<file path="src/rtl/flps_pkg.sv">
package flps_pkg;

  // Result offsets are always reported in eight bits.
  localparam int OFS_W           = 8;
  localparam int CH_W            = 8;
  localparam int MAX_LEN_DEFAULT = 255;

  // Configuration register indexes.
  localparam int CFG_IDX_W = 1;
  localparam logic [CFG_IDX_W-1:0] REG_POINT_CHAR = 1'd0;
  localparam logic [CFG_IDX_W-1:0] REG_HEX_MODE   = 1'd1;

  localparam logic [CH_W-1:0] POINT_CHAR_RESET = 8'h2E;

  // Character codes.
  localparam logic [CH_W-1:0] CH_SPACE = 8'h20;
  localparam logic [CH_W-1:0] CH_TAB   = 8'h09;
  localparam logic [CH_W-1:0] CH_CR    = 8'h0D;
  localparam logic [CH_W-1:0] CH_PLUS  = 8'h2B;
  localparam logic [CH_W-1:0] CH_MINUS = 8'h2D;
  localparam logic [CH_W-1:0] CH_ZERO  = 8'h30;
  localparam logic [CH_W-1:0] CH_NINE  = 8'h39;
  localparam logic [CH_W-1:0] CH_UC_A  = 8'h41;
  localparam logic [CH_W-1:0] CH_UC_F  = 8'h46;
  localparam logic [CH_W-1:0] CH_LC_A  = 8'h61;
  localparam logic [CH_W-1:0] CH_LC_F  = 8'h66;
  localparam logic [CH_W-1:0] CH_UC_E  = 8'h45;
  localparam logic [CH_W-1:0] CH_LC_E  = 8'h65;
  localparam logic [CH_W-1:0] CH_UC_P  = 8'h50;
  localparam logic [CH_W-1:0] CH_LC_P  = 8'h70;
  localparam logic [CH_W-1:0] CH_UC_X  = 8'h58;
  localparam logic [CH_W-1:0] CH_LC_X  = 8'h78;

  // State of one digit-run tracker.
  typedef enum logic [8:0] {
    TS_OFF   = 9'b0_0000_0001,
    TS_FRESH = 9'b0_0000_0010,
    TS_LEAD  = 9'b0_0000_0100,
    TS_SIGN  = 9'b0_0000_1000,
    TS_ZERO  = 9'b0_0001_0000,
    TS_ZX    = 9'b0_0010_0000,
    TS_DIG   = 9'b0_0100_0000,
    TS_NODIG = 9'b0_1000_0000,
    TS_DONE  = 9'b1_0000_0000
  } trk_state_t;

  // Per-character control from the top level to each radix lane.
  typedef struct packed {
    logic step;    // a character is taken into the scan
    logic first;   // that character sits at offset zero
    logic finish;  // the string ends with this transfer
  } lane_ctl_t;

  function automatic logic is_blank(logic [CH_W-1:0] c);
    return (c == CH_SPACE) || ((c >= CH_TAB) && (c <= CH_CR));
  endfunction

  function automatic logic is_sign(logic [CH_W-1:0] c);
    return (c == CH_PLUS) || (c == CH_MINUS);
  endfunction

  function automatic logic is_digit(logic [CH_W-1:0] c, logic hex);
    logic dec;
    dec = (c >= CH_ZERO) && (c <= CH_NINE);
    return dec || (hex && (((c >= CH_LC_A) && (c <= CH_LC_F)) ||
                           ((c >= CH_UC_A) && (c <= CH_UC_F))));
  endfunction

  function automatic logic is_mark(logic [CH_W-1:0] c, logic hex);
    return hex ? ((c == CH_LC_P) || (c == CH_UC_P)) : ((c == CH_LC_E) || (c == CH_UC_E));
  endfunction

  function automatic logic is_x(logic [CH_W-1:0] c);
    return (c == CH_LC_X) || (c == CH_UC_X);
  endfunction

endpackage

</file>
<file path="src/rtl/float_literal_part_scanner_core.sv">
// Floating-point literal part scanner.
//
// The characters of one numeric string arrive on the slave stream, one per
// transfer, with tlast on the final character. On that transfer the block
// works out where the integer part, the fraction and the exponent end, and
// one result leaves on the master stream: three eight-bit offsets in tdata
// and the too-long flag in tuser. Other characters produce no result.
// The result is valid in the cycle after the last character's transfer.
// One character is taken every cycle; the whole scan is a set of small
// per-character run trackers, for base ten and base sixteen side by side,
// so the point character and the mode are applied only at the end.
// The result register frees up as it is read, so input keeps flowing while
// a result is taken; only a result that is held by a stalled receiver stops
// input. Characters beyond MAX_LEN are dropped and flagged.
// Reset clears the string count, the result valid and the configuration
// (point character 0x2E, base ten).
module float_literal_part_scanner_core
  import flps_pkg::*;
#(
  parameter int MAX_LEN = MAX_LEN_DEFAULT
) (
  input  logic                 clk,
  input  logic                 rst,
  input  logic                 cfg_wen,
  input  logic [CFG_IDX_W-1:0] cfg_addr,
  input  logic [CH_W-1:0]      cfg_wdata,
  input  logic                 s_tvalid,
  output logic                 s_tready,
  input  logic [CH_W-1:0]      s_tdata,   // [7:0] ch
  input  logic                 s_tlast,   // last
  output logic                 m_tvalid,
  input  logic                 m_tready,
  output logic [3*OFS_W-1:0]   m_tdata,   // [7:0] int_end, [15:8] frac_end, [23:16] exp_end
  output logic                 m_tuser    // too_long
);

  localparam int PW = $clog2(MAX_LEN + 1);

  logic [CH_W-1:0] point_char;
  logic            hex_mode;

  always_ff @(posedge clk) begin
    if (rst) begin
      point_char <= POINT_CHAR_RESET;
      hex_mode   <= 1'b0;
    end else if (cfg_wen) begin
      case (cfg_addr)
        REG_POINT_CHAR: point_char <= cfg_wdata;
        REG_HEX_MODE:   hex_mode   <= cfg_wdata[0];
        default: ;
      endcase
    end
  end

  // Input side: a transfer may land whenever the result register is free or
  // is being emptied in the same cycle.
  logic          accept, kept;
  logic [PW-1:0] count;
  logic          dropped;
  logic [PW-1:0] len;
  logic [CH_W-1:0] first_ch, prev_ch, first_cur, latest_ch;
  lane_ctl_t     ctl;

  assign s_tready  = !m_tvalid || m_tready;
  assign accept    = s_tvalid && s_tready;
  assign kept      = accept && (count != PW'(MAX_LEN));
  assign ctl.step  = kept;
  assign ctl.first = kept && (count == '0);
  assign ctl.finish = accept && s_tlast;
  assign len       = count + PW'(kept);
  assign first_cur = ctl.first ? s_tdata : first_ch;
  assign latest_ch = kept ? s_tdata : prev_ch;

  always_ff @(posedge clk) begin
    if (rst || ctl.finish) begin
      count   <= '0;
      dropped <= 1'b0;
    end else if (kept) begin
      count <= count + PW'(1);
    end else if (accept) begin
      dropped <= 1'b1;
    end
  end

  always_ff @(posedge clk) begin
    if (kept) begin
      prev_ch <= s_tdata;
    end
    if (ctl.first) begin
      first_ch <= s_tdata;
    end
  end

  // Both radix lanes follow every string; the mode picks one at the end.
  logic [PW-1:0] dec_int, dec_frac, dec_exp, hex_int, hex_frac, hex_exp;

  flps_lane #(.MAX_LEN(MAX_LEN)) u_dec_lane (
    .clk        (clk),
    .rst        (rst),
    .hex        (1'b0),
    .ctl        (ctl),
    .ch         (s_tdata),
    .prev_ch    (prev_ch),
    .latest_ch  (latest_ch),
    .first_ch   (first_cur),
    .point_char (point_char),
    .pos        (count),
    .len        (len),
    .int_end    (dec_int),
    .frac_end   (dec_frac),
    .exp_end    (dec_exp)
  );

  flps_lane #(.MAX_LEN(MAX_LEN)) u_hex_lane (
    .clk        (clk),
    .rst        (rst),
    .hex        (1'b1),
    .ctl        (ctl),
    .ch         (s_tdata),
    .prev_ch    (prev_ch),
    .latest_ch  (latest_ch),
    .first_ch   (first_cur),
    .point_char (point_char),
    .pos        (count),
    .len        (len),
    .int_end    (hex_int),
    .frac_end   (hex_frac),
    .exp_end    (hex_exp)
  );

  logic [PW-1:0] sel_int, sel_frac, sel_exp;

  assign sel_int  = hex_mode ? hex_int  : dec_int;
  assign sel_frac = hex_mode ? hex_frac : dec_frac;
  assign sel_exp  = hex_mode ? hex_exp  : dec_exp;

  // Result register; it is loaded on the last character of each string.
  always_ff @(posedge clk) begin
    if (rst) begin
      m_tvalid <= 1'b0;
    end else if (ctl.finish) begin
      m_tvalid <= 1'b1;
    end else if (m_tready) begin
      m_tvalid <= 1'b0;
    end
  end

  always_ff @(posedge clk) begin
    if (ctl.finish) begin
      m_tdata <= {OFS_W'(sel_exp), OFS_W'(sel_frac), OFS_W'(sel_int)};
      m_tuser <= dropped || !kept;
    end
  end

endmodule

</file>
<file path="src/rtl/flps_lane.sv">
module flps_lane
  import flps_pkg::*;
#(
  parameter int MAX_LEN = MAX_LEN_DEFAULT
) (
  input  logic                                clk,
  input  logic                                rst,
  input  logic                                hex,
  input  lane_ctl_t                           ctl,
  input  logic [CH_W-1:0]                     ch,
  input  logic [CH_W-1:0]                     prev_ch,
  input  logic [CH_W-1:0]                     latest_ch,
  input  logic [CH_W-1:0]                     first_ch,
  input  logic [CH_W-1:0]                     point_char,
  input  logic [$clog2(MAX_LEN+1)-1:0]        pos,
  input  logic [$clog2(MAX_LEN+1)-1:0]        len,
  output logic [$clog2(MAX_LEN+1)-1:0]        int_end,
  output logic [$clog2(MAX_LEN+1)-1:0]        frac_end,
  output logic [$clog2(MAX_LEN+1)-1:0]        exp_end
);

  localparam int PW = $clog2(MAX_LEN + 1);

  typedef struct packed {
    trk_state_t    st;
    logic [PW-1:0] ofs;
  } trk_t;

  typedef struct packed {
    trk_t t;
    logic done;  // run ended on this character
    logic zx;    // run ended one character back, at an "x" of a failed prefix
    logic xm;    // the character that stops the run is an exponent mark
  } step_t;

  typedef struct packed {
    logic          dig;
    logic [PW-1:0] ofs;
  } fin_t;

  localparam trk_t TRK_OFF   = '{st: TS_OFF, ofs: '0};
  localparam trk_t TRK_FRESH = '{st: TS_FRESH, ofs: '0};

  // One character of an integer-conversion run: blanks, sign, hex prefix, digits.
  function automatic step_t trk_step(trk_t t, logic [CH_W-1:0] c, logic rad16,
                                     logic mhex, logic [PW-1:0] p);
    step_t s;
    s.t    = t;
    s.done = 1'b0;
    s.zx   = 1'b0;
    s.xm   = 1'b0;
    case (t.st)
      TS_FRESH, TS_LEAD, TS_SIGN: begin
        if ((t.st != TS_SIGN) && is_blank(c)) begin
          s.t.st = TS_LEAD;
        end else if ((t.st != TS_SIGN) && is_sign(c)) begin
          s.t.st = TS_SIGN;
        end else if (rad16 && (c == CH_ZERO)) begin
          s.t.st = TS_ZERO;
        end else if (is_digit(c, rad16)) begin
          s.t.st = TS_DIG;
        end else begin
          s.t.st = TS_NODIG;
          s.xm   = (t.st == TS_FRESH) && is_mark(c, mhex);
        end
      end
      TS_ZERO: begin
        if (is_x(c)) begin
          s.t.st = TS_ZX;
        end else if (is_digit(c, 1'b1)) begin
          s.t.st = TS_DIG;
        end else begin
          s.t.st  = TS_DONE;
          s.t.ofs = p;
          s.done  = 1'b1;
          s.xm    = is_mark(c, mhex);
        end
      end
      TS_ZX: begin
        if (is_digit(c, 1'b1)) begin
          s.t.st = TS_DIG;
        end else begin
          s.t.st  = TS_DONE;
          s.t.ofs = p - PW'(1);
          s.zx    = 1'b1;
        end
      end
      TS_DIG: begin
        if (!is_digit(c, rad16)) begin
          s.t.st  = TS_DONE;
          s.t.ofs = p;
          s.done  = 1'b1;
          s.xm    = is_mark(c, mhex);
        end
      end
      default: ;
    endcase
    return s;
  endfunction

  // Outcome of a run once the string has ended.
  function automatic fin_t trk_fin(trk_t t, logic [PW-1:0] n);
    fin_t f;
    f.dig = 1'b1;
    f.ofs = n;
    case (t.st)
      TS_DONE:         f.ofs = t.ofs;
      TS_DIG, TS_ZERO: f.ofs = n;
      TS_ZX:           f.ofs = n - PW'(1);
      default: begin
        f.dig = 1'b0;
        f.ofs = '0;
      end
    endcase
    return f;
  endfunction

  // Integer run from offset zero, runs from offset one for the no-integer case,
  // and runs that start behind the integer run once it has ended.
  trk_t int_run, frac1_run, exp1_run, exp_f1_run, frac_run, exp_fr_run, exp_np_run;
  trk_t int_run_next, frac1_run_next, exp1_run_next, exp_f1_run_next;
  trk_t frac_run_next, exp_fr_run_next, exp_np_run_next;
  logic mark_int, mark_f1, mark_fr;
  logic mark_int_next, mark_f1_next, mark_fr_next;
  logic [CH_W-1:0] point_cand, point_cand_next;

  step_t s_int, s_f1, s_x1, s_xf1, s_fr, s_xfr, s_xnp;
  trk_t  fr_src;

  always_comb begin
    s_int  = trk_step(int_run, ch, hex, hex, pos);
    fr_src = s_int.zx ? TRK_FRESH : frac_run;
    s_fr   = trk_step(fr_src, ch, hex, hex, pos);
    s_f1   = trk_step(frac1_run, ch, hex, hex, pos);
    s_x1   = trk_step(exp1_run, ch, 1'b0, hex, pos);
    s_xf1  = trk_step(exp_f1_run, ch, 1'b0, hex, pos);
    s_xfr  = trk_step(exp_fr_run, ch, 1'b0, hex, pos);
    s_xnp  = trk_step(exp_np_run, ch, 1'b0, hex, pos);

    int_run_next    = int_run;
    frac1_run_next  = frac1_run;
    exp1_run_next   = exp1_run;
    exp_f1_run_next = exp_f1_run;
    frac_run_next   = frac_run;
    exp_fr_run_next = exp_fr_run;
    exp_np_run_next = exp_np_run;
    mark_int_next   = mark_int;
    mark_f1_next    = mark_f1;
    mark_fr_next    = mark_fr;
    point_cand_next = point_cand;

    if (ctl.step) begin
      int_run_next    = s_int.t;
      // A failed hex prefix ends the integer run one character back, so the
      // fraction run already takes the present character.
      frac_run_next   = s_int.done ? TRK_FRESH : s_fr.t;
      exp_np_run_next = s_int.xm ? TRK_FRESH : s_xnp.t;
      frac1_run_next  = ctl.first ? TRK_FRESH : s_f1.t;
      exp1_run_next   = ctl.first ? TRK_FRESH : s_x1.t;
      exp_f1_run_next = s_f1.xm ? TRK_FRESH : s_xf1.t;
      exp_fr_run_next = s_fr.xm ? TRK_FRESH : s_xfr.t;
      mark_int_next   = mark_int | s_int.xm;
      mark_f1_next    = mark_f1 | s_f1.xm;
      mark_fr_next    = mark_fr | s_fr.xm;
      if (s_int.done) begin
        point_cand_next = ch;
      end else if (s_int.zx) begin
        point_cand_next = prev_ch;
      end
    end
  end

  always_ff @(posedge clk) begin
    if (rst || ctl.finish) begin
      int_run    <= TRK_FRESH;
      frac1_run  <= TRK_OFF;
      exp1_run   <= TRK_OFF;
      exp_f1_run <= TRK_OFF;
      frac_run   <= TRK_OFF;
      exp_fr_run <= TRK_OFF;
      exp_np_run <= TRK_OFF;
      mark_int   <= 1'b0;
      mark_f1    <= 1'b0;
      mark_fr    <= 1'b0;
    end else begin
      int_run    <= int_run_next;
      frac1_run  <= frac1_run_next;
      exp1_run   <= exp1_run_next;
      exp_f1_run <= exp_f1_run_next;
      frac_run   <= frac_run_next;
      exp_fr_run <= exp_fr_run_next;
      exp_np_run <= exp_np_run_next;
      mark_int   <= mark_int_next;
      mark_f1    <= mark_f1_next;
      mark_fr    <= mark_fr_next;
    end
  end

  always_ff @(posedge clk) begin
    point_cand <= point_cand_next;
  end

  // Pick the branch that the full string selects.
  fin_t f_int, f_frac, f_exp;
  logic has_cand;
  logic [CH_W-1:0] cand;

  always_comb begin
    f_int    = trk_fin(int_run_next, len);
    f_frac   = trk_fin(frac1_run_next, len);
    f_exp    = trk_fin(exp1_run_next, len);
    has_cand = (int_run_next.st == TS_DONE) || (int_run_next.st == TS_ZX);
    cand     = (int_run_next.st == TS_ZX) ? latest_ch : point_cand_next;
    int_end  = '0;
    frac_end = '0;
    exp_end  = '0;
    if (!f_int.dig) begin
      if (first_ch == point_char) begin
        // A point with no digits on either side gives all offsets as zero.
        f_frac = trk_fin(frac1_run_next, len);
        f_exp  = trk_fin(exp_f1_run_next, len);
        if (f_frac.dig) begin
          frac_end = f_frac.ofs;
          exp_end  = (mark_f1_next && f_exp.dig) ? f_exp.ofs : f_frac.ofs;
        end
      end else begin
        f_exp   = trk_fin(exp1_run_next, len);
        exp_end = (is_mark(first_ch, hex) && f_exp.dig) ? f_exp.ofs : '0;
      end
    end else begin
      int_end = f_int.ofs;
      if (has_cand && (cand == point_char)) begin
        f_frac   = trk_fin(frac_run_next, len);
        f_exp    = trk_fin(exp_fr_run_next, len);
        frac_end = f_frac.dig ? f_frac.ofs : (f_int.ofs + PW'(1));
        exp_end  = (mark_fr_next && f_exp.dig) ? f_exp.ofs : frac_end;
      end else begin
        f_exp    = trk_fin(exp_np_run_next, len);
        frac_end = f_int.ofs;
        exp_end  = (mark_int_next && f_exp.dig) ? f_exp.ofs : f_int.ofs;
      end
    end
  end

endmodule
</file>
<file path="config.mk">
export PLATFORM = sky130hd
export DESIGN_NAME = float_literal_part_scanner_core
export DESIGN_NICKNAME = d
export VERILOG_FILES = /design/src/rtl/flps_pkg.sv /design/src/rtl/float_literal_part_scanner_core.sv /design/src/rtl/flps_lane.sv
export SDC_FILE = /design/constraint.sdc
export NUM_CORES = 2
export LEC_CHECK = 0
export BUFFER_PORTS_ARGS = -buffer_cell sky130_fd_sc_hd__buf_2
export CORE_UTILIZATION = 35
export DETAILED_ROUTE_END_ITERATION = 7
export SYNTH_ARGS = -nofsm -noshare
export SYNTH_HDL_FRONTEND = slang
export SYNTH_SLANG_ARGS = --single-unit
export TNS_END_PERCENT = 100
</file>
<file path="constraint.sdc">
create_clock -name clk -period 10 [get_ports clk]
set_clock_uncertainty 0.15 [all_clocks]
set_input_delay 0.5 -clock clk [delete_from_list [all_inputs] [get_ports clk]]
set_output_delay 0.5 -clock clk [all_outputs]
set_load 0.01 [all_outputs]
</file>
Yosys cells after proc, flatten, opt, wreduce, memory -nomap -nowiden --
Index checks and enable logic that the tools add are counted.
Word-level totals: flip-flop bits (word level) 320, input bits 23, output and inout bits 27, logic and storage cells 637
Cells by class: $add $sub $neg 6, order comparisons 8, equality and inequality tests 172, multiplexer cells 283, bitwise operators 8, reduce and logical (&&, ||, !) cells 115
Operator list (number):
- 8-bit one-hot mux with 3 select lines | 28
- 9-bit one-hot mux with 4 select lines | 14
- 8-bit 2-to-1 mux | 62
- 9-bit 2-to-1 mux | 54
- 17-bit 2-to-1 mux | 28
- 9-bit by 5-bit == test with 1-bit output (second input constant) | 28
- 9-bit by 6-bit == test with 1-bit output (second input constant) | 28
- 9-bit by 7-bit == test with 1-bit output (second input constant) | 28
- 18-bit 2-to-1 mux | 14
- 9-bit by 2-bit == test with 1-bit output (second input constant) | 14
- 9-bit by 3-bit == test with 1-bit output (second input constant) | 14
- 9-bit by 4-bit == test with 1-bit output (second input constant) | 14
- 9-bit == test (second input constant) | 14
- 9-bit by 4-bit != test with 1-bit output (second input constant) | 14
- 8-bit by 7-bit == test with 1-bit output (second input constant) | 10
- 1-bit 2-to-1 mux | 75
- 4-bit OR reduction | 14
- 1-bit logical AND | 52
- 3-bit OR reduction | 14
- 8-bit by 6-bit == test with 1-bit output (second input constant) | 4
- 2-bit OR reduction | 14
- 8-bit by 1-bit adder with 8-bit output (second input constant) | 3
- 8-bit == test | 3
- 1-bit one-hot mux with 3 select lines | 6
- other kinds (17) | 43

Depth between registers and ports, before layout --
word-level depth 26, mapped depth 29, gate-level depth less buffers 18

By module --
Synthesis repeated with hierarchy kept, for this count alone.
Unflattened totals: cell total of the unflattened synthesis 3899, area, all modules 28041.9 µm²
Modules (own cells, without submodules):
- flps_lane (u_hex_lane) | times used 1, cells an instance 1880, area each 13180.1 µm², seq. area each 2602.5 µm²
- flps_lane (u_dec_lane) | times used 1, cells an instance 1807, area each 12274.3 µm², seq. area each 2602.5 µm²
- float_literal_part_scanner_core | times used 1, cells an instance 212, area each 2587.5 µm², seq. area each 1451.4 µm²

Worst setup path after synthesis --
OpenSTA, ideal clock, no wires.
kind in2reg, start point in m_tready, end point reg m_tdata[15], data pin, library setup time 255 ps, arrival time 6783 ps, data required time 9595 ps, path slack 2811 ps, cell stages on the path 27, path buffers 11, cell sequence nand2b_1 > clkbuf_1 > o211ai_1 > inv_1 > clkbuf_1 > buf_2 > buf_2 > clkbuf_1 > buf_1 > clkbuf_1 > clkbuf_1 > buf_2 > buf_1 > ha_1 > ha_1 > xnor2_1 > nand3_1 > or3_1 > clkbuf_1 > nor2_1 > nand2_1 > xnor2_1 > a221oi_1 > nor2_1 > mux2_2 > or3_1 > and3_1
RTL lines:
- start, declared | line float_literal_part_scanner_core.sv:32 | input logic m_tready,
- end signal, assigned | line float_literal_part_scanner_core.sv:150 | m_tdata <= {OFS_W'(sel_exp), OFS_W'(sel_frac), OFS_W'(sel_int)};
- end, declared | line float_literal_part_scanner_core.sv:33 | output logic [3*OFS_W-1:0] m_tdata,

Final worst setup path --
start point reg count[1], end point reg m_tdata[23], data pin
Between the ends: word-level cells in the longest chain between the ends 15, elaborated cells on any way between the ends 257, those cells by class add/sub: 5; eq/ne: 64; mux: 143; reduce/logical: 45
RTL lines:
- start, declared | line float_literal_part_scanner_core.sv:58 | logic [PW-1:0] count;
- start signal, assigned | line float_literal_part_scanner_core.sv:79 | count <= count + PW'(1);
- branches (longest 14 deep; another with 8-bit by 1-bit adder with 8-bit output)
- 8-bit 2-to-1 mux * | line float_literal_part_scanner_core.sv:135 | assign sel_exp = hex_mode ? hex_exp : dec_exp;
- named net sel_exp[7] | line float_literal_part_scanner_core.sv:131 | logic [PW-1:0] sel_int, sel_frac, sel_exp;
Mark *: on every way through the listed nets, which the timed path passes. The select of a mux whose other input is x is not followed. A chain may end at the register's enable or synchronous reset.

==> impl_metrics.yaml <==
floorplan:
  die_x_um: 277
  design.core.area_um2: 74700
  floorplan.die_area_um2: 76800
  die_height_um: 277
  pin_count: 50
  initial_core_util: 0.355
  standard_cell_rows: 100
setup_path:
  worst-endpoint-required_ns: 10.14
  endpoint_kind: "flop"
  startpoint_type: "flop"
  r2r_start: "count[1]"
  path_max_fanout: 18
  reg2reg_slack_ns: 2.68
  critPathTopFamily: "simple AND/OR/NAND/NOR gates"
  cpMostUsedCell: "ha_1"
  critical_path.max_stage_delay_ns: 0.88
  path_class: "reg2reg"
  critical_path_s_slowest_cell: "xnor2_1"
  timing.critical_path.buf_inv: 3
  depth_of_the_worst_register_to_register_path: 18
  cell_chain_critical_path: "buf_4 -> ha_1 -> nand3_1 -> o211ai_1 -> inv_4 -> ha_1 -> ha_1 -> clkinv_1 -> nand3_1 -> or3_1 -> nor2_1 -> nand2_1 -> xnor2_1 -> a221oi_1 -> nor2b_1 -> mux2_2 -> nor3b_1 -> o22ai_1"
  endpoint_arrival_time_on_the_critical_path_ns: 7.46
  worst_r2r_endpoint: "m_tdata[23]"
synthesis:
  synth-seq-area-share: 0.251
  count_of_flip_flops_with_a_built_in_enable_after_synthesis: 25
  netlist_instances: 3751
  synth_seq_cells: 320
  synth_async_sr_flop_share: 0
  synth.top_cells.by_count: "490 x nor2_1, 359 x a21oi_1, 299 x nand2_1"
  yosysTopAreaCell: "dfxtp_1"
  synth_area_per_cell_um2: 7.06
  yosys_warnings: 0
  synth.lib_cells_used.distinct: 109
  synthMostInstantiatedCell: "nor2_1"
  mappedNetlistArea_um2: 26500
  yosys.area.top_type_share: 0.223
  netlist_top_cells_area: "dfxtp_1 22%, nor2_1 6.9%, a21oi_1 6.8%"
  dominantRegCellSynth: "dfxtp_1"
  synth_fp_nets: 3781
min_path:
  hold_path.startpoint: "cfg_wdata[4]"
  worstHoldPathCells: 3
  min_delay_worst_endpoint: "point_char[4]"
  hp-class: "in2reg"
timing:
  worst_slack_ns: 2.68
  timing.max_slew.rel_slack: 0.112
  maxSlewViolCount: 0
  setup_tns_ns: 0
  max_freq_mhz: 137
  max_slew.worst_pin.slew_ns: 1.33
  layout_min_cycle_time_ns: 7.32
  rsz0062_at_grt: "false"
  final-hold-violation-count: 0
  final_setup_fails: 0
  fin_crit_sh: 0.732
power:
  cellPowerDensity_nw_per_um2: 116
  largest_vdd_supply_drop_mv: 0.136
  p_leak_nw: 9.64
global_routing:
  antenna_found_initial: 5
  overflow: 0
  grt_start_max_net_pins: 114
  globalRouteTotalUtil: 0.365
  grt_pass1_vias: 29611
  global_route_wire_length_before_repair_um: 209000
finish:
  final_std_cell_area_no_fill_um2: 29100
  layout.core_utilization: 0.390
  post_route_cells_drive_above_1_share: 0.0942
  multiInputGateArea_um2: 18500
  sequential_area_um2: 6660
  layout-area-overhead-vs-synth_pct: 10.0
  final_nets: 3714
  final.fill_count: 7818
clock_tree:
  post_cts.repair.setup_buffers: 0
  cts-htree-levels: 2
  tritoncts: "built"
  clockRootBuffer: "clkbuf_16"
  insertion_delay_ns: 0.60
  max-clock-path-buffers: 3
  cts.sink_count: 320
  clkTransAtPathRegs_ns: 0.06
  cts_buffers: 41
placement:
  instance_area_after_placement_um2: 27800
  dp_hpwl_um: 107000
  setup_ws_pre_cts_ns: 3.04
  place_congestion: 1.09
  port_buffers: 49
detailed_routing:
  drt-vias-per-instance: 6.94
  totalWireLength_um: 146000
  drtAntennaViolNets: 0
  number_of_vias_after_detailed_routing: 32514
  avgRoutedWirePerCell_um: 31.2
  initialDrtViolationCount: 4916
  drt_first_pass_iters: 6
  drc: 0
run:
  drv_cap: 0
run_status:
  outcome: "completed"
## cell usage in the layout, fill, tap and decap left out, types with 51 or more instances in the layout
cell,n
inv_1,70
nor2_1,485
a21oi_1,356
nor4_1,58
dfxtp_1,295
o21ai_0,286
nand2_1,297
or3_1,51
o22ai_1,76
o211ai_1,66
and2_1,72
nor3_1,157
buf_4,113
nand3_1,86
xnor2_1,63
## where the power goes
group / total [mW] / switching, mW / internal [mW]
clock network: 1.47 / 0.654 / 0.813
logic: 0.579 / 0.443 / 0.136
registers: 1.34 / 0.0204 / 1.32
## per-layer routing
| metal | GRT usage | vias to the layer above | routed length, µm |
|---|---|---|---|
| li1 | - | 14101 | - |
| met2 | 0.551 | 2362 | 61500 |
| met3 | 0.0835 | 639 | 16700 |
| met5 | 0 | - | 47 |
| met4 | 0.262 | 8 | 12500 |
| met1 | 0.458 | 15404 | 55700 |
## cell type report
class,instances,share of cell area
antenna,4,0.000343
timing repair buffer,170,0.0410
multi-input combinational,3073,0.636
clock buffer,59,0.0403
sequential,320,0.228
inverter,78,0.0101
clock inverter,14,0.00258
tap,969,0.0416
## cells by family after synthesis
| logic type | synth area share |
|---|---|
| AOI/OAI and AO/OA | 0.360 |
| xor gates and xnor gates | 0.0321 |
| adders and majority gates | 0.00331 |
| buffers and inverters | 0.0537 |
| DFF | 0.251 |
| muxes | 0.0153 |
| and+or+nand+nor | 0.284 |
## flip-flops by register name, indices dropped and copies added, names as in the netlist, 8 cells and up
| register | count |
|---|---|
| u_dec_lane.exp1_run | 17 |
| u_dec_lane.exp_fr_run | 17 |
| point_char | 8 |
| u_dec_lane.frac1_run | 17 |
| u_hex_lane.exp1_run | 17 |
| prev_ch | 8 |
| u_dec_lane.frac_run | 17 |
| count | 8 |
| u_hex_lane.exp_fr_run | 17 |
| u_dec_lane.exp_f1_run | 17 |
| u_hex_lane.exp_f1_run | 17 |
| u_hex_lane.int_run | 17 |
| u_dec_lane.point_cand | 8 |
| u_dec_lane.exp_np_run | 17 |
| first_ch | 8 |
| u_hex_lane.exp_np_run | 17 |
| m_tdata | 24 |
| u_hex_lane.frac1_run | 17 |
| u_dec_lane.int_run | 17 |
| u_hex_lane.point_cand | 8 |
| u_hex_lane.frac_run | 17 |
## tightest hold or removal path, stage by stage
cell     delay (ns)
buf_2          0.09
mux2i_1        0.06
nor2_1         0.07
## how the worst max path moves through the flow
stage	depth (start not counted)	startpoint	slack (ns)	endpoint
final	18	count[1]	2.68	m_tdata[23]
after global routing	18	count[3]	2.62	m_tdata[22]
after CTS	16	count[3]	3.00	m_tdata[23]
after detailed placement	16	count[3]	3.04	m_tdata[23]
after global placement	16	count[3]	3.00	m_tdata[23]
after floorplan	27	m_tready	2.81	m_tdata[15]
## timing repair
action,4_1_cts,5_1_grt
endpoints found under the hold margin,6,0
endpoints found under the setup margin,0,0
hold buffers,6,0
gates resized for setup,0,0
## through the flow
stage / cells / power, mW / hold slack [ns]
floorplan: 3751 / 1.67 / 0.281
global placement: 4604 / 1.91 / 0.294
detailed placement: 4604 / 1.91 / 0.306
CTS: 4683 / 3.36 / 0.00420
global route: 4683 / 3.44 / 0.0447
finish: 4687 / 3.38 / 0.0222
Note: power is estimated with default switching activity, not from simulation.
